==> src/rtl/orlc_pkg.sv <==
package orlc_pkg;

    localparam logic [1:0] FUNC_MASKS  = 2'd0;
    localparam logic [1:0] FUNC_HEADER = 2'd1;
    localparam logic [1:0] FUNC_RECORD = 2'd2;

    localparam logic REG_RULE_COUNT = 1'b0;

    localparam int RULE_COUNT_W = 5;
    localparam int CLASS_W      = 8;
    localparam int MATCH_W      = 5;
    localparam int HDR_W        = CLASS_W + 2;

    localparam int S_TDATA_W = 208;
    localparam int M_TDATA_W = 16;

    localparam int OFS_RULE_INDEX = 0;
    localparam int OFS_WORD_INDEX = 4;
    localparam int OFS_CARE       = 6;
    localparam int OFS_VALUE      = 70;
    localparam int OFS_CLASS      = 134;
    localparam int OFS_DEFAULT    = 142;
    localparam int OFS_NEVER      = 143;
    localparam int OFS_RECORD     = 144;

    typedef struct packed {
        logic take;
        logic rec_start;
        logic read;
        logic publish;
    } cmd_t;

    typedef struct packed {
        logic rec_func;
        logic rule_last;
        logic rec_last;
        logic out_free;
    } sts_t;

endpackage

==> src/rtl/orlc_ctrl.sv <==
module orlc_ctrl
    import orlc_pkg::*;
(
    input  logic aclk,
    input  logic aresetn,
    input  logic s_tvalid,
    output logic s_tready,
    input  sts_t sts,
    output cmd_t cmd
);

    typedef enum logic [1:0] {
        ST_IDLE,
        ST_SWEEP,
        ST_FINISH,
        ST_RESULT
    } state_t;

    state_t state_reg;
    state_t state_next;

    always_comb begin
        state_next    = state_reg;
        s_tready      = 1'b0;
        cmd           = '0;
        case (state_reg)
            ST_IDLE: begin
                s_tready = 1'b1;
                cmd.take = s_tvalid;
                if (s_tvalid && sts.rec_func) begin
                    cmd.rec_start = 1'b1;
                    state_next    = ST_SWEEP;
                end
            end
            ST_SWEEP: begin
                cmd.read = 1'b1;
                if (sts.rule_last) begin
                    state_next = ST_FINISH;
                end
            end
            ST_FINISH: begin
                state_next = ST_RESULT;
            end
            ST_RESULT: begin
                if (!sts.rec_last) begin
                    state_next = ST_IDLE;
                end else if (sts.out_free) begin
                    cmd.publish = 1'b1;
                    state_next  = ST_IDLE;
                end
            end
            default: begin
                state_next = ST_IDLE;
            end
        endcase
    end

    always_ff @(posedge aclk) begin
        if (!aresetn) begin
            state_reg <= ST_IDLE;
        end else begin
            state_reg <= state_next;
        end
    end

endmodule

==> config.mk <==
export PLATFORM = sky130hd
export DESIGN_NAME = orlc_ctrl
export DESIGN_NICKNAME = d
export VERILOG_FILES = /design/src/rtl/orlc_pkg.sv /design/src/rtl/orlc_ctrl.sv
export SDC_FILE = /design/constraint.sdc
export NUM_CORES = 1
export LEC_CHECK = 0
export ABC_AREA = 0
export BUFFER_PORTS_ARGS = -buffer_cell sky130_fd_sc_hd__buf_2
export CAP_MARGIN = 20
export CORE_AREA = 2 2 39 41
export CTS_BUF_LIST = sky130_fd_sc_hd__clkbuf_2
export CTS_CLUSTER_SIZE = 40
export DETAILED_ROUTE_END_ITERATION = 10
export DIE_AREA = 0 0 41 43
export SYNTH_ARGS = -nofsm -noshare
export SYNTH_HDL_FRONTEND = slang
export SYNTH_SLANG_ARGS = --single-unit
==> constraint.sdc <==
create_clock -name aclk -period 2.2 [get_ports aclk]
set_input_delay 0.66 -clock aclk [delete_from_list [all_inputs] [get_ports aclk]]
set_output_delay 0.66 -clock aclk [all_outputs]
set_load 0.05 [all_outputs]
Word-level counts from Yosys, hierarchy flattened
Cells that the tools add are included.

Register bits: 2. Input bits: 7. Output and inout port bits: 5. Logic and storage cells: 22.

Equal/unequal tests: 6. Muxes and demuxes: 12. Reductions and logical operators: 3.

Operators with widths (count): 2-bit two-way mux (5); 2-bit one-hot mux with 4 select lines (1); 1-bit two-way mux (6); 2-bit == test, second input constant (2); 2-bit inequality test, second input constant (2); 3-bit inequality test, second input constant (1); 3-bit AND reduction (1); 2-bit by 1-bit == test with 1-bit output, second input constant (1); 2-bit logical NOT (1); 1-bit logical AND (1).

Longest topological paths before layout
Word-level depth: 3. Mapped depth: 4. Gate-level depth less buffers: 4.

Worst setup path after synthesis
No wires, ideal clock.

Path type: reg2out. Start point: register state_reg[0]. End point: output port cmd[2] in the netlist's numbering. Data arrival time: 1.504 ns. Required time: 1.540 ns. Slack: 0.036 ns. Stages on the path, launching flop included: 4. Buffers on the path: 0. Path through: dfxtp_1 inv_1 ha_1 and3_1.

RTL lines: from (decl) (line orlc_ctrl.sv:19) `state_t state_reg;`; from (signal assigned) (line orlc_ctrl.sv:62) `state_reg <= state_next;`; to (decl) (line orlc_ctrl.sv:9) `output cmd_t cmd`.

==> results.yml <==
finish:
  area.growth.synth_to_final_pct: 43.1
  final_util_pct: 21.6
  regArea_um2: 40.0
  layout-drive-gt1-share_pct: 44.4
  nets: 50
  largest_register_ffs: 2
  fillers: 160
  multi_input_area_um2: 158
  diodes: 0
route:
  routed.top_layer: "met3"
  wl_um: 396
  first_pass_iters: 2
  wl_met1_um: 188
  vias_per_cell: 3.63
  drc: 0
  num_vias: 189
  wl_per_cell_um: 7.62
  drt_iter0_drc: 1
  route.met2.wl_um: 175
  wl_met3_um: 33
  ant_nets: 0
timing:
  slew_violations: 0
  skew_ps: 1.40
  slew_headroom_pct: 83.1
  tightestPinTransition_ps: 253
  finalSetupViolCount: 0
  fin_crit_ps: 1980
  period_share_pct: 89.9
  fmax_ghz: 0.506
  finalSetupTns_ps: 0
  rsz0062_at_grt: "false"
  hold_viol_final: 0
worst_setup_path:
  r2r-end: "state_reg[0]$_SDFFE_PN0P_"
  regToRegSetupSlack_ps: 870
  r2r_start: "state_reg[0]$_SDFFE_PN0P_"
  critPathMaxFanout: 4
  required_ps: 1540
  r2r_cells: 4
  setup.worst_path.class: "flop to output port"
  worst-endpoint-arrival_ps: 1320
  crit_path_end_kind: "output port"
  startpoint_type: "flop"
grt:
  track_usage_pct: 6.01
  grt_pass1_vias: 186
  grt_overflow_total: 0
  grt_max_degree: 5
  grt_pass1_wl_um: 669
  antenna_found_initial: 0
power:
  power.density_nw_per_um2: 1330
  p_sw_share_pct: 55.6
  pwr-share-seq_pct: 16.6
  switching_power_w: 0.000221
  clkPwrFrac_pct: 14.5
  p_leak_nw: 0.167
  power_frac_comb_pct: 68.9
  p_int_w: 0.000177
  irDropWorstVdd_mv: 0.248
logic_synthesis:
  synthCells: 22
  synth_top_area_share_pct: 29.9
  yosys-top-cells-area: "ha_1, dfxtp_1, a221oi_4, mux2i_1, nand2_1"
  ys_warn_count: 0
  synth_area_leader_cell: "ha_1"
  ys_types: 11
  ys_ff_latch: 2
  yosysSeqAreaShare_pct: 19.2
  synth.net_count: 34
  synth_area_per_cell_um2: 9.50
  syn_area_um2: 209
floorplan:
  core_area_um2: 1380
  num_io_pins: 12
  initial_core_util_pct: 15.1
  fp.dieArea_um2: 1760
  die_height_um: 43
  die_w_um: 41
  rows: 14
worst_hold_path:
  worstHoldEndpoint: "state_reg[1]$_SDFFE_PN0P_"
  hp-start: "state_reg[1]$_SDFFE_PN0P_"
  hold_depth: 2
  hold_path.class: "flop to flop"
placed_design:
  hpwlAfterDp_um: 327
  io_buffers: 11
  place_congestion: 0.668
clocking:
  cts_buffers: 3
  cts_setup_buffers: 0
  path_clk_slew_ps: 30
  cts_resized: 0
  htree_levels: 1
  clockBufferDepth: 2
  clockRootBuffer: "clkbuf_2"
  clock-sinks: 2
  insertion_delay_ps: 190
  cts_tree: "built"
  cts_hold_buffers: 0
run:
  max_cap_viol_count: 0
outcome:
  status: "complete, no violations"
[through the flow]
step	std cells	area, um2	hold slack, ps	setup WS [ps]	total power, W
after floorplan	22	209	468	36.3	0.000294
after global placement	49	284	495	402	0.000339
after detailed placement	49	284	503	392	0.000345
after CTS	52	299	508	198	0.000407
after global routing	52	299	550	120	0.000445
final	52	299	501	223	0.000398
[cells in the mapped netlist, drive strengths merged]
| library cell | instances |
|---|---|
| dfxtp | 2 |
| inv | 3 |
| ha | 5 |
| mux2i | 2 |
| and2 | 1 |
| a221oi | 1 |
| and3b | 1 |
| nand2 | 4 |
| and3 | 2 |
| o21ai | 1 |
[power by group through the flow]
stage | logic, W | clock network, W | registers, W
2_1_floorplan | 0.000231 | 0 | 0.0000632
3_3_place_gp | 0.000272 | 0 | 0.0000667
4_1_cts | 0.000278 | 0.0000631 | 0.0000664
5_1_grt | 0.000305 | 0.0000702 | 0.0000692
6_report | 0.000275 | 0.0000577 | 0.0000661
3_5_place_dp | 0.000277 | 0 | 0.0000670
[worst max path at each step]
| stage | start | to | slack (ps) | cells after the start |
|---|---|---|---|---|
| after global placement | sts[1] | cmd[0] | 400 | 3 |
| final | state_reg[0]$_SDFFE_PN0P_ | cmd[2] | 220 | 4 |
| after CTS | state_reg[0]$_SDFFE_PN0P_ | cmd[2] | 200 | 4 |
| after global routing | state_reg[0]$_SDFFE_PN0P_ | cmd[2] | 120 | 4 |
| after detailed placement | sts[1] | cmd[0] | 390 | 3 |
| after floorplan | state_reg[0]$_SDFFE_PN0P_ | cmd[2] | 40 | 3 |
[routing by layer]
| layer | GRT usage, % | vias to the layer above |
|---|---|---|
| li1 | - | 101 |
| met1 | 6.39 | 79 |
| met2 | 7.81 | 9 |
| met3 | 3.14 | 0 |
| met4 | 6.00 | 0 |
| met5 | 0 | - |
[cells by family after synthesis]
family,count (synthesis),share of synthesized area [%]
AO/OA/AOI/OAI,2,15.0
adder cells (fa/ha/maj),5,29.9
buffers and inverters,3,5.39
flip-flops,2,19.2
multiplexers,2,9.58
AND/OR/NAND/NOR,8,21.0
[placed cells by master (no fill, tap or decap), drive strengths merged]
cell / synthesis / layout
mux2i: 2 / 2
and3b: 1 / 1
and2: 1 / 1
inv: 3 / 3
buf: 0 / 11
ha: 5 / 5
o21ai: 1 / 1
and3: 2 / 2
dfxtp: 2 / 2
clkbuf: 0 / 3
a221oi: 1 / 1
nand2: 4 / 4
[cell type report]
class / count / area share, %
Sequential cell: 2 / 13.4
Clock buffer: 3 / 5.02
Inverter: 3 / 3.77
Multi-Input combinational cell: 17 / 52.7
Timing Repair Buffer: 11 / 18.4
Tap cell: 16 / 6.69
[critical path: stages (launching register included)]
cell	delay [ps]
dfxtp_1	370
inv_1	100
ha_1	260
and3_1	190
buf_2	200
Power figures use the tool's default switching activity.
